**config.mk**
```make
export PLATFORM = sky130hd
export DESIGN_NAME = load_cell_frame_decode_fuse_top_flat
export DESIGN_NICKNAME = d
export VERILOG_FILES = /design/src/sv/lcfd_pkg.sv /design/src/sv/lcfd_if.sv /design/src/sv/lcfd_apb_regs.sv /design/src/sv/lcfd_sensor_bank.sv /design/src/sv/lcfd_divider.sv /design/src/sv/load_cell_frame_decode_fuse_top.sv /design/src/flat_wrapper.sv
export SDC_FILE = /design/constraint.sdc
export NUM_CORES = 1
export LEC_CHECK = 0
export BUFFER_PORTS_ARGS = -buffer_cell sky130_fd_sc_hd__buf_2
export CORE_ASPECT_RATIO = 0.6
export CORE_UTILIZATION = 40
export CTS_BUF_LIST = sky130_fd_sc_hd__clkbuf_2 sky130_fd_sc_hd__clkbuf_4 sky130_fd_sc_hd__clkbuf_8
export DETAILED_ROUTE_END_ITERATION = 8
export HOLD_SLACK_MARGIN = 0.08
export PLACE_DENSITY = 0.73
export REMOVE_ABC_BUFFERS = 1
export SYNTH_ARGS = -nofsm -noshare
export SYNTH_HDL_FRONTEND = slang
export SYNTH_SLANG_ARGS = --single-unit
```
**constraint.sdc**
```tcl
create_clock -name clk -period 4.9 [get_ports clk]
set_input_delay 0.245 -clock clk [delete_from_list [all_inputs] [get_ports clk]]
set_output_delay 0.245 -clock clk [all_outputs]
set_load 0.05 [all_outputs]
```
**src/sv/lcfd_pkg.sv**
```systemverilog
// Package for the load-cell frame decoder and fuser.
// Holds shared constants, the error code type and the configuration struct.
// No dependencies.
`timescale 1ns / 1ps
`default_nettype none

package lcfd_pkg;

	// Default number of sensor slots.
	localparam int MAX_SENSORS_DEF = 4;

	// Width of one data sample.
	localparam int DATA_BITS = 24;

	// Fused result width.
	localparam int RES_W = 25;

	// Quotient bits the divider resolves per cycle.
	localparam int DIGIT_BITS = 4;

	// Configuration port address width and register indexes.
	localparam int ADDR_W = 4;
	localparam logic [1:0] REG_GAIN    = 2'd0;
	localparam logic [1:0] REG_SENSORS = 2'd1;
	localparam logic [1:0] REG_INVERT  = 2'd2;
	localparam logic [1:0] REG_PROBE   = 2'd3;

	// Report words for the two error kinds.
	localparam logic [31:0] WORD_DESYNC   = 32'h8000_0000;
	localparam logic [31:0] WORD_TOO_LONG = 32'h4000_0000;

	// Per-sensor error code.
	typedef enum logic [1:0] {
		ERR_NONE     = 2'd0,
		ERR_DESYNC   = 2'd1,
		ERR_TOO_LONG = 2'd2
	} err_t;

	// Configuration registers as seen by the datapath.
	typedef struct packed {
		logic [2:0] gain_setting;
		logic [2:0] sensors_in_use;
		logic [3:0] invert_mask;
		logic       probe_enable;
	} cfg_t;

endpackage

`default_nettype wire

```
**src/sv/lcfd_if.sv**
```systemverilog
// Handshake interfaces for the frame input channel and the report output channel.
// Depends on nothing but the standard valid/ready convention.
`timescale 1ns / 1ps
`default_nettype none

interface lcfd_in_if;
	logic        valid;
	logic        ready;
	logic        func;
	logic [1:0]  sensor_index;
	logic [27:0] raw_frame;
	logic        overran;
	logic        end_of_round;

	modport source (output valid, func, sensor_index, raw_frame, overran, end_of_round,
		input ready);
	modport sink (input valid, func, sensor_index, raw_frame, overran, end_of_round,
		output ready);
endinterface

interface lcfd_out_if;
	logic               valid;
	logic               ready;
	logic signed [24:0] sample_value;
	logic [1:0]         error_code;
	logic [31:0]        report_word;
	logic               probe_valid;

	modport source (output valid, sample_value, error_code, report_word, probe_valid,
		input ready);
	modport sink (input valid, sample_value, error_code, report_word, probe_valid,
		output ready);
endinterface

`default_nettype wire

```
**src/sv/lcfd_apb_regs.sv**
```systemverilog
// APB-style configuration register file for the frame decoder.
// Depends on lcfd_pkg for the register indexes and the cfg_t struct.
`timescale 1ns / 1ps
`default_nettype none

module lcfd_apb_regs (
	input  wire logic                      clk,
	input  wire logic                      arst_n,
	input  wire logic                      psel,
	input  wire logic                      penable,
	input  wire logic                      pwrite,
	input  wire logic [lcfd_pkg::ADDR_W-1:0] paddr,
	input  wire logic [31:0]               pwdata,
	output logic      [31:0]               prdata,
	output logic                           pready,
	output lcfd_pkg::cfg_t                 cfg
);

	logic           wr_en;
	logic [1:0]     reg_idx;
	lcfd_pkg::cfg_t cfg_q;

	assign pready  = 1'b1;
	assign wr_en   = psel && penable && pwrite;
	assign reg_idx = paddr[3:2];
	assign cfg     = cfg_q;

	// Register writes in the access phase.
	always_ff @(posedge clk or negedge arst_n) begin
		if (!arst_n) begin
			cfg_q.gain_setting   <= 3'd1;
			cfg_q.sensors_in_use <= 3'd1;
			cfg_q.invert_mask    <= 4'd0;
			cfg_q.probe_enable   <= 1'b0;
		end else if (wr_en) begin
			case (reg_idx)
				lcfd_pkg::REG_GAIN:    cfg_q.gain_setting   <= pwdata[2:0];
				lcfd_pkg::REG_SENSORS: cfg_q.sensors_in_use <= pwdata[2:0];
				lcfd_pkg::REG_INVERT:  cfg_q.invert_mask    <= pwdata[3:0];
				lcfd_pkg::REG_PROBE:   cfg_q.probe_enable   <= pwdata[0];
				default: ;
			endcase
		end
	end

	// Read-back mux.
	always_comb begin
		case (reg_idx)
			lcfd_pkg::REG_GAIN:    prdata = {29'd0, cfg_q.gain_setting};
			lcfd_pkg::REG_SENSORS: prdata = {29'd0, cfg_q.sensors_in_use};
			lcfd_pkg::REG_INVERT:  prdata = {28'd0, cfg_q.invert_mask};
			lcfd_pkg::REG_PROBE:   prdata = {31'd0, cfg_q.probe_enable};
			default:               prdata = 32'd0;
		endcase
	end

endmodule

`default_nettype wire

```
**src/sv/lcfd_sensor_bank.sv**
```systemverilog
// Frame decode and per-sensor sample and error storage.
// Depends on lcfd_pkg for the error codes and the data width.
`timescale 1ns / 1ps
`default_nettype none

module lcfd_sensor_bank #(
	parameter int MAX_SENSORS = lcfd_pkg::MAX_SENSORS_DEF,
	parameter int IDX_W       = 2
) (
	input  wire logic              clk,
	input  wire logic              arst_n,
	input  wire logic              wr_en,
	input  wire logic              clr,
	input  wire logic [1:0]        wr_index,
	input  wire logic [27:0]       raw_frame,
	input  wire logic              overran,
	input  wire logic [2:0]        gain_setting,
	input  wire logic [IDX_W-1:0]  rd_index,
	output logic [lcfd_pkg::DATA_BITS-1:0] rd_sample,
	output lcfd_pkg::err_t         rd_err
);

	logic [lcfd_pkg::DATA_BITS-1:0] sample_q [MAX_SENSORS];
	lcfd_pkg::err_t                 err_q    [MAX_SENSORS];
	logic [lcfd_pkg::DATA_BITS-1:0] dec_sample;
	logic                           dec_sync;
	logic                           slot_ok;
	logic [IDX_W-1:0]               slot;

	// Pick the data bits and check the trailing gain bits; gain is clamped to 1..4.
	always_comb begin
		case (gain_setting)
			3'd2: begin
				dec_sample = raw_frame[25:2];
				dec_sync   = &raw_frame[1:0];
			end
			3'd3: begin
				dec_sample = raw_frame[26:3];
				dec_sync   = &raw_frame[2:0];
			end
			3'd0, 3'd1: begin
				dec_sample = raw_frame[24:1];
				dec_sync   = raw_frame[0];
			end
			default: begin
				dec_sample = raw_frame[27:4];
				dec_sync   = &raw_frame[3:0];
			end
		endcase
	end

	assign slot_ok = (32'(wr_index) < MAX_SENSORS);
	assign slot    = IDX_W'(wr_index);

	// Store the decoded frame; the newest error wins, a clean frame keeps an old one.
	always_ff @(posedge clk or negedge arst_n) begin
		if (!arst_n) begin
			for (int i = 0; i < MAX_SENSORS; i++) begin
				sample_q[i] <= '0;
				err_q[i]    <= lcfd_pkg::ERR_NONE;
			end
		end else if (clr) begin
			for (int i = 0; i < MAX_SENSORS; i++) begin
				sample_q[i] <= '0;
				err_q[i]    <= lcfd_pkg::ERR_NONE;
			end
		end else if (wr_en && slot_ok) begin
			sample_q[slot] <= dec_sample;
			if (!dec_sync) begin
				err_q[slot] <= lcfd_pkg::ERR_DESYNC;
			end else if (overran) begin
				err_q[slot] <= lcfd_pkg::ERR_TOO_LONG;
			end
		end
	end

	assign rd_sample = sample_q[rd_index];
	assign rd_err    = err_q[rd_index];

endmodule

`default_nettype wire

```
**src/sv/lcfd_divider.sv**
```systemverilog
// Iterative unsigned divider, four quotient bits per cycle, for the fused average.
// Depends on lcfd_pkg for the digit width.
`timescale 1ns / 1ps
`default_nettype none

module lcfd_divider #(
	parameter int DIV_W = 28,
	parameter int N_W   = 3
) (
	input  wire logic             clk,
	input  wire logic             arst_n,
	input  wire logic             start,
	input  wire logic [DIV_W-1:0] dividend,
	input  wire logic [N_W-1:0]   divisor,
	output logic                  busy,
	output logic [DIV_W-1:0]      quotient
);

	localparam int DIGITS = DIV_W / lcfd_pkg::DIGIT_BITS;
	localparam int CNT_W  = $clog2(DIGITS + 1);

	logic [DIV_W-1:0] dq_q;
	logic [N_W-1:0]   rem_q;
	logic [N_W-1:0]   den_q;
	logic [CNT_W-1:0] cnt_q;
	logic             busy_q;
	logic [DIV_W-1:0] dq_nx;
	logic [N_W-1:0]   rem_nx;
	logic [N_W:0]     trial;

	// Four restoring steps: dividend bits leave at the top, quotient bits enter at the bottom.
	always_comb begin
		dq_nx  = dq_q;
		rem_nx = rem_q;
		trial  = '0;
		for (int k = 0; k < lcfd_pkg::DIGIT_BITS; k++) begin
			trial = {rem_nx, dq_nx[DIV_W-1]};
			dq_nx = {dq_nx[DIV_W-2:0], 1'b0};
			if (trial >= {1'b0, den_q}) begin
				trial    = trial - {1'b0, den_q};
				dq_nx[0] = 1'b1;
			end
			rem_nx = trial[N_W-1:0];
		end
	end

	// Sequencing of the digit steps.
	always_ff @(posedge clk or negedge arst_n) begin
		if (!arst_n) begin
			busy_q <= 1'b0;
			cnt_q  <= '0;
		end else if (start) begin
			busy_q <= 1'b1;
			cnt_q  <= CNT_W'(DIGITS);
		end else if (busy_q) begin
			cnt_q <= cnt_q - 1'b1;
			if (cnt_q == CNT_W'(1)) begin
				busy_q <= 1'b0;
			end
		end
	end

	// Datapath registers.
	always_ff @(posedge clk) begin
		if (start) begin
			dq_q  <= dividend;
			rem_q <= '0;
			den_q <= divisor;
		end else if (busy_q) begin
			dq_q  <= dq_nx;
			rem_q <= rem_nx;
		end
	end

	assign busy     = busy_q;
	assign quotient = dq_q;

endmodule

`default_nettype wire

```
**src/sv/load_cell_frame_decode_fuse_top.sv**
```systemverilog
// Load-cell frame decoder and fuser, top level.
// A frame without end_of_round is stored, and a restart clears the bank; neither makes a report.
// A frame with end_of_round runs the slot scan through one shared adder (n sensors fused),
// then the divider that resolves four quotient bits a cycle; an error report skips the
// divider.
// One item at a time; a waiting report holds the finish step. Reset clears all state but the divider datapath.
`timescale 1ns / 1ps
`default_nettype none

module load_cell_frame_decode_fuse_top #(
	parameter int MAX_SENSORS = lcfd_pkg::MAX_SENSORS_DEF
) (
	input  wire logic                        clk,
	input  wire logic                        arst_n,
	lcfd_in_if.sink                          in_ch,
	lcfd_out_if.source                       out_ch,
	input  wire logic                        psel,
	input  wire logic                        penable,
	input  wire logic                        pwrite,
	input  wire logic [lcfd_pkg::ADDR_W-1:0] paddr,
	input  wire logic [31:0]                 pwdata,
	output logic      [31:0]                 prdata,
	output logic                             pready
);

	localparam int IDX_W  = (MAX_SENSORS > 1) ? $clog2(MAX_SENSORS) : 1;
	localparam int N_W    = $clog2(MAX_SENSORS + 1);
	localparam int SUM_W  = lcfd_pkg::DATA_BITS + 1 + $clog2(MAX_SENSORS);
	localparam int DIGITS = (SUM_W + lcfd_pkg::DIGIT_BITS - 1) / lcfd_pkg::DIGIT_BITS;
	localparam int DIV_W  = DIGITS * lcfd_pkg::DIGIT_BITS;
	localparam int RES_W  = lcfd_pkg::RES_W;

	typedef enum logic [2:0] {
		ST_IDLE,
		ST_SCAN,
		ST_START,
		ST_DIV,
		ST_FINISH
	} state_t;

	state_t                         state_q;
	lcfd_pkg::cfg_t                 cfg;
	logic                           in_acc;
	logic [N_W-1:0]                 scan_q;
	logic [N_W-1:0]                 n_eff;
	logic signed [SUM_W-1:0]        sum_q;
	logic signed [SUM_W-1:0]        sum_nx;
	logic signed [SUM_W-1:0]        samp_ext;
	lcfd_pkg::err_t                 err_q;
	lcfd_pkg::err_t                 err_nx;
	lcfd_pkg::err_t                 rd_err;
	logic [lcfd_pkg::DATA_BITS-1:0] rd_sample;
	logic [7:0]                     mask_ext;
	logic                           inv;
	logic                           neg_q;
	logic [SUM_W-1:0]               mag;
	logic                           div_start;
	logic                           div_busy;
	logic [DIV_W-1:0]               div_quot;
	logic signed [RES_W-1:0]        fused;
	logic                           out_valid_q;
	logic signed [RES_W-1:0]        out_sample_q;
	logic [1:0]                     out_code_q;
	logic [31:0]                    out_word_q;
	logic                           out_probe_q;
	logic                           out_free;

	lcfd_apb_regs u_regs (
		.clk     (clk),
		.arst_n  (arst_n),
		.psel    (psel),
		.penable (penable),
		.pwrite  (pwrite),
		.paddr   (paddr),
		.pwdata  (pwdata),
		.prdata  (prdata),
		.pready  (pready),
		.cfg     (cfg)
	);

	assign in_ch.ready = (state_q == ST_IDLE);
	assign in_acc      = in_ch.valid && in_ch.ready;

	lcfd_sensor_bank #(
		.MAX_SENSORS (MAX_SENSORS),
		.IDX_W       (IDX_W)
	) u_bank (
		.clk          (clk),
		.arst_n       (arst_n),
		.wr_en        (in_acc && !in_ch.func),
		.clr          (in_acc && in_ch.func),
		.wr_index     (in_ch.sensor_index),
		.raw_frame    (in_ch.raw_frame),
		.overran      (in_ch.overran),
		.gain_setting (cfg.gain_setting),
		.rd_index     (scan_q[IDX_W-1:0]),
		.rd_sample    (rd_sample),
		.rd_err       (rd_err)
	);

	// Number of fused slots, clamped to 1..MAX_SENSORS.
	always_comb begin
		if (cfg.sensors_in_use == 3'd0) begin
			n_eff = N_W'(1);
		end else if (32'(cfg.sensors_in_use) > MAX_SENSORS) begin
			n_eff = N_W'(MAX_SENSORS);
		end else begin
			n_eff = N_W'(cfg.sensors_in_use);
		end
	end

	// Shared accumulate step: add or subtract one slot, keep the first error in slot order.
	assign mask_ext = {4'd0, cfg.invert_mask};
	assign inv      = mask_ext[3'(scan_q)];
	assign samp_ext = {{(SUM_W - lcfd_pkg::DATA_BITS){rd_sample[lcfd_pkg::DATA_BITS-1]}},
		rd_sample};
	assign sum_nx   = inv ? (sum_q - samp_ext) : (sum_q + samp_ext);
	assign err_nx   = (err_q == lcfd_pkg::ERR_NONE) ? rd_err : err_q;

	// Magnitude of the sum for the divider.
	assign mag       = sum_q[SUM_W-1] ? (SUM_W'(0) - sum_q) : sum_q;
	assign div_start = (state_q == ST_START) && (err_q == lcfd_pkg::ERR_NONE);

	lcfd_divider #(
		.DIV_W (DIV_W),
		.N_W   (N_W)
	) u_div (
		.clk      (clk),
		.arst_n   (arst_n),
		.start    (div_start),
		.dividend (DIV_W'(mag)),
		.divisor  (n_eff),
		.busy     (div_busy),
		.quotient (div_quot)
	);

	// Signed result, truncated toward zero.
	assign fused    = neg_q ? (RES_W'(0) - $signed(div_quot[RES_W-1:0]))
		: $signed(div_quot[RES_W-1:0]);
	assign out_free = !out_valid_q || out_ch.ready;

	// Sequencer and output register.
	always_ff @(posedge clk or negedge arst_n) begin
		if (!arst_n) begin
			state_q      <= ST_IDLE;
			out_valid_q  <= 1'b0;
			scan_q       <= '0;
			err_q        <= lcfd_pkg::ERR_NONE;
			sum_q        <= '0;
			neg_q        <= 1'b0;
			out_sample_q <= '0;
			out_code_q   <= lcfd_pkg::ERR_NONE;
			out_word_q   <= '0;
			out_probe_q  <= 1'b0;
		end else begin
			// The finish step reloads the register itself when the word is taken.
			if (out_valid_q && out_ch.ready && (state_q != ST_FINISH)) begin
				out_valid_q <= 1'b0;
			end
			case (state_q)
				ST_IDLE: begin
					if (in_acc && !in_ch.func && in_ch.end_of_round) begin
						state_q <= ST_SCAN;
						scan_q  <= '0;
						sum_q   <= '0;
						err_q   <= lcfd_pkg::ERR_NONE;
					end
				end
				ST_SCAN: begin
					sum_q  <= sum_nx;
					err_q  <= err_nx;
					scan_q <= scan_q + 1'b1;
					if (scan_q == n_eff - 1'b1) begin
						state_q <= ST_START;
					end
				end
				ST_START: begin
					neg_q   <= sum_q[SUM_W-1];
					state_q <= (err_q == lcfd_pkg::ERR_NONE) ? ST_DIV : ST_FINISH;
				end
				ST_DIV: begin
					if (!div_busy) begin
						state_q <= ST_FINISH;
					end
				end
				ST_FINISH: begin
					if (out_free) begin
						out_valid_q <= 1'b1;
						state_q     <= ST_IDLE;
						if (err_q == lcfd_pkg::ERR_NONE) begin
							out_sample_q <= fused;
							out_code_q   <= lcfd_pkg::ERR_NONE;
							out_word_q   <= {{(32 - RES_W){fused[RES_W-1]}}, fused};
							out_probe_q  <= cfg.probe_enable;
						end else begin
							out_sample_q <= '0;
							out_code_q   <= err_q;
							out_word_q   <= (err_q == lcfd_pkg::ERR_DESYNC)
								? lcfd_pkg::WORD_DESYNC : lcfd_pkg::WORD_TOO_LONG;
							out_probe_q  <= 1'b0;
						end
					end
				end
				default: begin
					state_q <= ST_IDLE;
				end
			endcase
		end
	end

	assign out_ch.valid        = out_valid_q;
	assign out_ch.sample_value = out_sample_q;
	assign out_ch.error_code   = out_code_q;
	assign out_ch.report_word  = out_word_q;
	assign out_ch.probe_valid  = out_probe_q;

endmodule

`default_nettype wire

```
**src/flat_wrapper.sv**
```systemverilog
// flat-port wrapper written by rule: the top's interface ports become plain ports
module load_cell_frame_decode_fuse_top_flat 
#(
	parameter int MAX_SENSORS = lcfd_pkg::MAX_SENSORS_DEF
)
  (clk, arst_n, psel, penable, pwrite, paddr, pwdata, prdata, pready, in_ch_valid, in_ch_func, in_ch_sensor_index, in_ch_raw_frame, in_ch_overran, in_ch_end_of_round, in_ch_ready, out_ch_valid, out_ch_sample_value, out_ch_error_code, out_ch_report_word, out_ch_probe_valid, out_ch_ready);
  lcfd_in_if in_ch_i ();
  lcfd_out_if out_ch_i ();
  input  wire logic clk;
  input  wire logic arst_n;
  input  wire logic psel;
  input  wire logic penable;
  input  wire logic pwrite;
  input  wire logic [lcfd_pkg::ADDR_W-1:0] paddr;
  input  wire logic [31:0] pwdata;
  output logic      [31:0] prdata;
  output logic pready;
  input wire logic [$bits(in_ch_i.valid)-1:0] in_ch_valid;
  input wire logic [$bits(in_ch_i.func)-1:0] in_ch_func;
  input wire logic [$bits(in_ch_i.sensor_index)-1:0] in_ch_sensor_index;
  input wire logic [$bits(in_ch_i.raw_frame)-1:0] in_ch_raw_frame;
  input wire logic [$bits(in_ch_i.overran)-1:0] in_ch_overran;
  input wire logic [$bits(in_ch_i.end_of_round)-1:0] in_ch_end_of_round;
  output wire logic [$bits(in_ch_i.ready)-1:0] in_ch_ready;
  output wire logic [$bits(out_ch_i.valid)-1:0] out_ch_valid;
  output wire logic [$bits(out_ch_i.sample_value)-1:0] out_ch_sample_value;
  output wire logic [$bits(out_ch_i.error_code)-1:0] out_ch_error_code;
  output wire logic [$bits(out_ch_i.report_word)-1:0] out_ch_report_word;
  output wire logic [$bits(out_ch_i.probe_valid)-1:0] out_ch_probe_valid;
  input wire logic [$bits(out_ch_i.ready)-1:0] out_ch_ready;
  assign in_ch_i.valid = in_ch_valid;
  assign in_ch_i.func = in_ch_func;
  assign in_ch_i.sensor_index = in_ch_sensor_index;
  assign in_ch_i.raw_frame = in_ch_raw_frame;
  assign in_ch_i.overran = in_ch_overran;
  assign in_ch_i.end_of_round = in_ch_end_of_round;
  assign in_ch_ready = in_ch_i.ready;
  assign out_ch_valid = out_ch_i.valid;
  assign out_ch_sample_value = out_ch_i.sample_value;
  assign out_ch_error_code = out_ch_i.error_code;
  assign out_ch_report_word = out_ch_i.report_word;
  assign out_ch_probe_valid = out_ch_i.probe_valid;
  assign out_ch_i.ready = out_ch_ready;
  load_cell_frame_decode_fuse_top #(.MAX_SENSORS(MAX_SENSORS)) u_core (.clk(clk), .arst_n(arst_n), .in_ch(in_ch_i), .out_ch(out_ch_i), .psel(psel), .penable(penable), .pwrite(pwrite), .paddr(paddr), .pwdata(pwdata), .prdata(prdata), .pready(pready));
endmodule
```
======== Word level (Yosys, flattened, before mapping) ========
Cells that the tools add are included.
operators by class
  eq/ne operators ......................... 20
  magnitude comparators ................... 9
  $add $sub $neg .......................... 11
  bitwise logic cells ..................... 8
  mux-type cells .......................... 63
  reduce and logical (&&, ||, !) cells .... 34
operator list
  kind                   number
  $mux 96                2
  $mux 27                5
  $pmux 32 s4            1
  $bwmux 96              1
  $mux 24                3
  $pmux 24 s3            1
  $mux 32                2
  $pmux 27 s2            1
  $mux 25                2
  $bmux 24 s2            1
  $demux 24 s2           1
  $mux 3                 14
  $mux 8                 4
  $add 27x24->27         1
  $sub 1x27->27 const A  1
  $sub 27x24->27         1
  $sub 1x25->25 const A  1
  $ge 4x3->1             4
  $reduce_and 2->1       8
  $pmux 3 s5             1
  $eq 3x2->1 const B     4
  $mux 1                 12
  $mux 2                 6
  $sub 3x3->3            4
  other kinds (33)       64
word-level totals
  output and inout port bits .............. 95
  bits of input ports ..................... 76
  word-level logic and storage cells ...... 173
  bits in registers ....................... 250

======== Depth between registers and ports, before layout ========
  depth after elaboration ................. 11
  gate-level depth with buffers ........... 27

======== By module ========
From an unflattened synthesis, not the netlist that was laid out.
unflattened totals
  cells, all modules ...................... 1345
  area, all modules ....................... 14305.0 um2
by module, submodules not included
  module                           cells an instance  sequential area each (um2)  area an instance (um2)  instances
  load_cell_frame_decode_fuse_top  707                1676.6                      5763.0                  1
  lcfd_sensor_bank                 402                2602.5                      5540.3                  1
  lcfd_divider                     167                1091.0                      2237.1                  1
  lcfd_apb_regs                    69                 277.8                       764.5                   1

======== Worst setup path before layout ========
OpenSTA, ideal clock, no wires.
  path type ............................... register -> register
  from .................................... register u_core.u_div.den_q[1]
  to ...................................... register u_core.u_div.rem_q[1]
  period minus slack after synthesis ...... 5214 ps
  cell stages (with the launch flop) ...... 23
  data arrival time ....................... 5078 ps
  library setup time ...................... 136 ps
  path slack .............................. -314 ps
  cells stage by stage .................... edfxtp_1 inv_1 fa_1 a21o_1 a211o_4 mux2_4 ha_1 a21oi_1 and2_4 mux2_2 inv_1 ha_1 nand2_1 nand2_1 a21oi_1 o211ai_4 nor2_1 a21oi_1 fa_1 a21o_1 a211oi_4 mux2i_1 a211oi_2
on the way
  cells in the longest elaborated chain, start to end .. 8
RTL lines
  what                                              line                                    RTL
  from (decl)                                       lcfd_divider.sv:24                      logic [N_W-1:0] den_q;
  from (signal assigned)                            lcfd_divider.sv:68                      den_q <= divisor;
  $ge 4x3->1 / $sub 3x3->3 (equally long branches)  lcfd_divider.sv:39, lcfd_divider.sv:40
  $mux 3                                            lcfd_divider.sv:39                      if (trial >= {1'b0, den_q}) begin
  $ge 4x3->1 / $sub 3x3->3 (equally long branches)  lcfd_divider.sv:39, lcfd_divider.sv:40
  $mux 3                                            lcfd_divider.sv:39
  $ge 4x3->1 / $sub 3x3->3 (equally long branches)  lcfd_divider.sv:39, lcfd_divider.sv:40
  $mux 3                                            lcfd_divider.sv:39
  $ge 4x3->1 / $sub 3x3->3 (equally long branches)  lcfd_divider.sv:39, lcfd_divider.sv:40
  $mux 3 *                                          lcfd_divider.sv:39
  to (signal assigned)                              lcfd_divider.sv:71                      rem_q <= rem_nx;
  to (decl)                                         lcfd_divider.sv:23                      logic [N_W-1:0] rem_q;
Mark *: on every way between the ends. The rest lies on a longest branch, timed or not.
A chain may end at the register's enable or synchronous reset.

======== Worst setup path after layout ========
  from .................................... register u_core.u_div.den_q[0]
  to ...................................... register u_core.u_div.rem_q[1]
The elaborated chain is that of the path after synthesis.

==> flow_summary.ini <==
[clocking]
cts_buffers = 36
clock_sinks = 220
ctsLongestPathBuffers = 3
cts_tree = built
clock_latency_ps = 560
root_buffer = clkbuf_8
path_clk_slew_ps = 60
h-tree-depth = 2

[final_layout]
diodes = 0
drive_above_1_share = 0.2119
area_growth_pct = 15.33
final_nets = 1717
fill_cells = 3094

[floorplan]
std_cell_rows = 51
core_sq_um = 32990
die-area_sq_um = 34880
die_y_um = 145.1
ios = 171
initial_core_util = 0.4136
dieWidth_um = 240.4

[routing]
dr.first_iter.drc_count = 866
antenna_left = 0
post-route-drc-count = 0
vias = 11052
drt-total-wl_um = 34560
vias_per_cell = 5.342
wire_per_inst_um = 16.71
dr.pass1.iters = 5

[global_routing]
grtUsageTotal = 0.2018
antenna_found_initial = 0
grt_use_met1 = 0.3041
use_met2 = 0.2954
use_met3 = 0.04091
busiest_layer = met1
overflow = 0
grt_pass1_wl_um = 57100
grt_pass1_vias = 10899
grt_max_degree = 102

[worst_setup_path]
crit_path_end_kind = flop
cp_max_fo = 4
cp.required_ps = 5310
cp.arrival_ps = 5440
critPathLaunchType = flop
cp_slowest_cell = edfxtp_1
crit_buf_inv = 3
cpMostUsedCell = ha_4
r2r_setup_slack_ps = -130
startpoint = u_core.u_div.den_q[0]$_DFFE_PP_
cp_cell_sequence = ha_4, inv_2, fa_2, a21o_1, a211o_4, buf_4, mux2_4, ha_4, a21oi_2, and2_4, mux2_4, inv_2, ha_4, nand2_2, nand2_2, a21oi_2, o211ai_4, nor2_2, a21oi_4, fa_2, a21o_1, a211oi_4, mux2i_2, a211oi_2
cp_slowest_stage_delay_ps = 400
rr_worst_depth = 24
r2r-end = u_core.u_div.rem_q[1]$_SDFFE_PP0P_
critical_path_class = reg -> reg
reg2reg_from = u_core.u_div.den_q[0]$_DFFE_PP_
critPathTopFamily = compound AO/OA/AOI/OAI gates

[timing]
fin_setup_tns_ps = -484.4
fin_crit_ps = 5032
tightest_slew_ps = 991.3
rsz0062_at_grt = true
hold_viol = 0
fin_ws_ps = -132.4
finalCritPeriodShare = 1.027
setup_viol = 4
fmax_mhz = 198.7
slew_headroom = 0.3367
final_max_slew_viol_count = 0
skew_ps = 15.85

[place]
hpwl_um = 24500
gp_congestion = 0.8810
io_buffers = 111

[min_path]
hold_class = in -> reg
hold_path_depth = 3
hold_end = u_core.u_bank.sample_q[82]$_DFFE_PN0P_
min_from = in_ch_raw_frame[14]

[run_status]
violations = setup timing
outcome = complete, but fails checks

[synth]
syn_area_per_cell_sq_um = 9.321
syn-cell-area_sq_um = 13650
synth_ff_type = dfrtp_1
synthTopCellsByCount = 229 x nand2_1, 217 x o21ai_0, 184 x dfrtp_1
ys_seq_area_frac = 0.4132
ys_ff_latch = 220
yosys.area.top_type_share = 0.3374
yosys_warnings = 0
post-synth-top-area-cell = dfrtp_1
synth_area_leaders = dfrtp_1 34%, o21ai_0 8.0%, edfxtp_1 6.6%, nand2_1 6.3%, mux4_2 4.5%
synth_edf_count = 30
yosysUniqueCellTypes = 86
synth_most_common_cell = nand2_1
synthCells = 1464
async_flop_share = 0.8455

[run]
max-cap-violations = 0
-- cells by family after synthesis --
| logic type | synth area share |
|---|---|
| AND/OR/NAND/NOR | 0.1442 |
| AO/OA/AOI/OAI | 0.1746 |
| flip-flops | 0.4132 |
| buffers and inverters | 0.06501 |
| XOR/XNOR | 0.06611 |
| multiplexers | 0.08775 |
| adder cells (fa/ha/maj) | 0.04860 |
| other | 0.0005504 |
-- per-stage QoR --
step	setup slack [ps]	hold WS (ps)	utilization	area [sq um]	std cells
3_5_place_dp	-337.2	414.4	0.4410	14550	1974
4_1_cts	21.62	84.16	0.4732	15610	2064
5_1_grt	-259.3	101.2	0.4770	15740	2069
2_1_floorplan	-316.9	-50.59	-	13010	1358
3_3_place_gp	-237.6	402.2	0.4410	14550	1974
6_report	-132.4	105.4	0.4770	15740	2069
-- state kept, by name (all words and copies together) (netlist names), 3 cells and up --
signal / count
u_core.u_bank.sample_q: 96
u_core.u_div.quotient: 28
u_core.sum_q: 27
u_core.out_ch.sample_value: 24
u_core.u_regs.cfg: 11
u_core.u_bank.err_q: 8
u_core.out_ch.report_word: 3
u_core.scan_q: 3
u_core.state_q: 3
u_core.u_div.cnt_q: 3
u_core.u_div.den_q: 3
u_core.u_div.rem_q: 3
-- timing repair --
item                       in CTS  in global routing
setup buffers                   6                  5
setup endpoints to repair       4                  9
hold buffers                   18                  0
pin swaps                       9                 15
gates resized for setup        12                 23
hold endpoints to repair      132                  0
-- layer usage --
| layer | up-vias | routed length [um] |
|---|---|---|
| met2 | 277 | 15160 |
| met3 | 23 | 2043 |
| met4 | 0 | 312 |
| li1 | 5333 | - |
| met1 | 5419 | 17040 |
| met5 | - | 0 |
-- cell type report --
type                    instances  area (sq um)  share of cell area
multi-input cells            1099          7372              0.4684
flip-flops and latches        220          5643              0.3586
well taps                     450         563.0             0.03578
repair buffers                195          1241             0.07887
clock inverters                11         83.83            0.005327
clock buffers                  55         688.2             0.04373
inverters                      39         146.4            0.009302
-- worst max path at each step --
| stage | endpoint | depth (start not counted) |
|---|---|---|
| 2_1_floorplan | u_core.u_div.rem_q[1]$_SDFFE_PP0P_ | 22 |
| 3_3_place_gp | u_core.u_div.rem_q[1]$_SDFFE_PP0P_ | 24 |
| 3_5_place_dp | u_core.u_div.rem_q[1]$_SDFFE_PP0P_ | 24 |
| 4_1_cts | u_core.u_div.rem_q[1]$_SDFFE_PP0P_ | 26 |
| 5_1_grt | u_core.u_div.quotient[0]$_DFFE_PP_ | 26 |
| 6_report | u_core.u_div.rem_q[1]$_SDFFE_PP0P_ | 24 |
-- tightest hold or removal path, delay by kind of cell --
| kind | cells | cell delay (ps) |
|---|---|---|
| AO/OA/AOI/OAI | 2 | 250 |
| buffers and inverters | 1 | 120 |
-- placed cells by master, fill, tap and decap left out, types with 14 or more instances in the layout --
master,instances
a211oi_1,27
a21oi_1,67
buf_2,110
buf_4,65
clkbuf_8,44
conb_1,29
dfrtp_1,183
dlygate4sd3_1,18
edfxtp_1,30
ha_1,41
inv_1,34
mux2_2,14
mux2i_1,31
mux4_2,27
nand2_1,227
nand3_1,30
nor2_1,77
nor3_1,16
o21ai_0,217
o31ai_1,17
xnor2_1,54
xor2_1,49
Power is not shown: default switching activity piles up to over one toggle a cycle in this logic, so the estimate is an artifact.
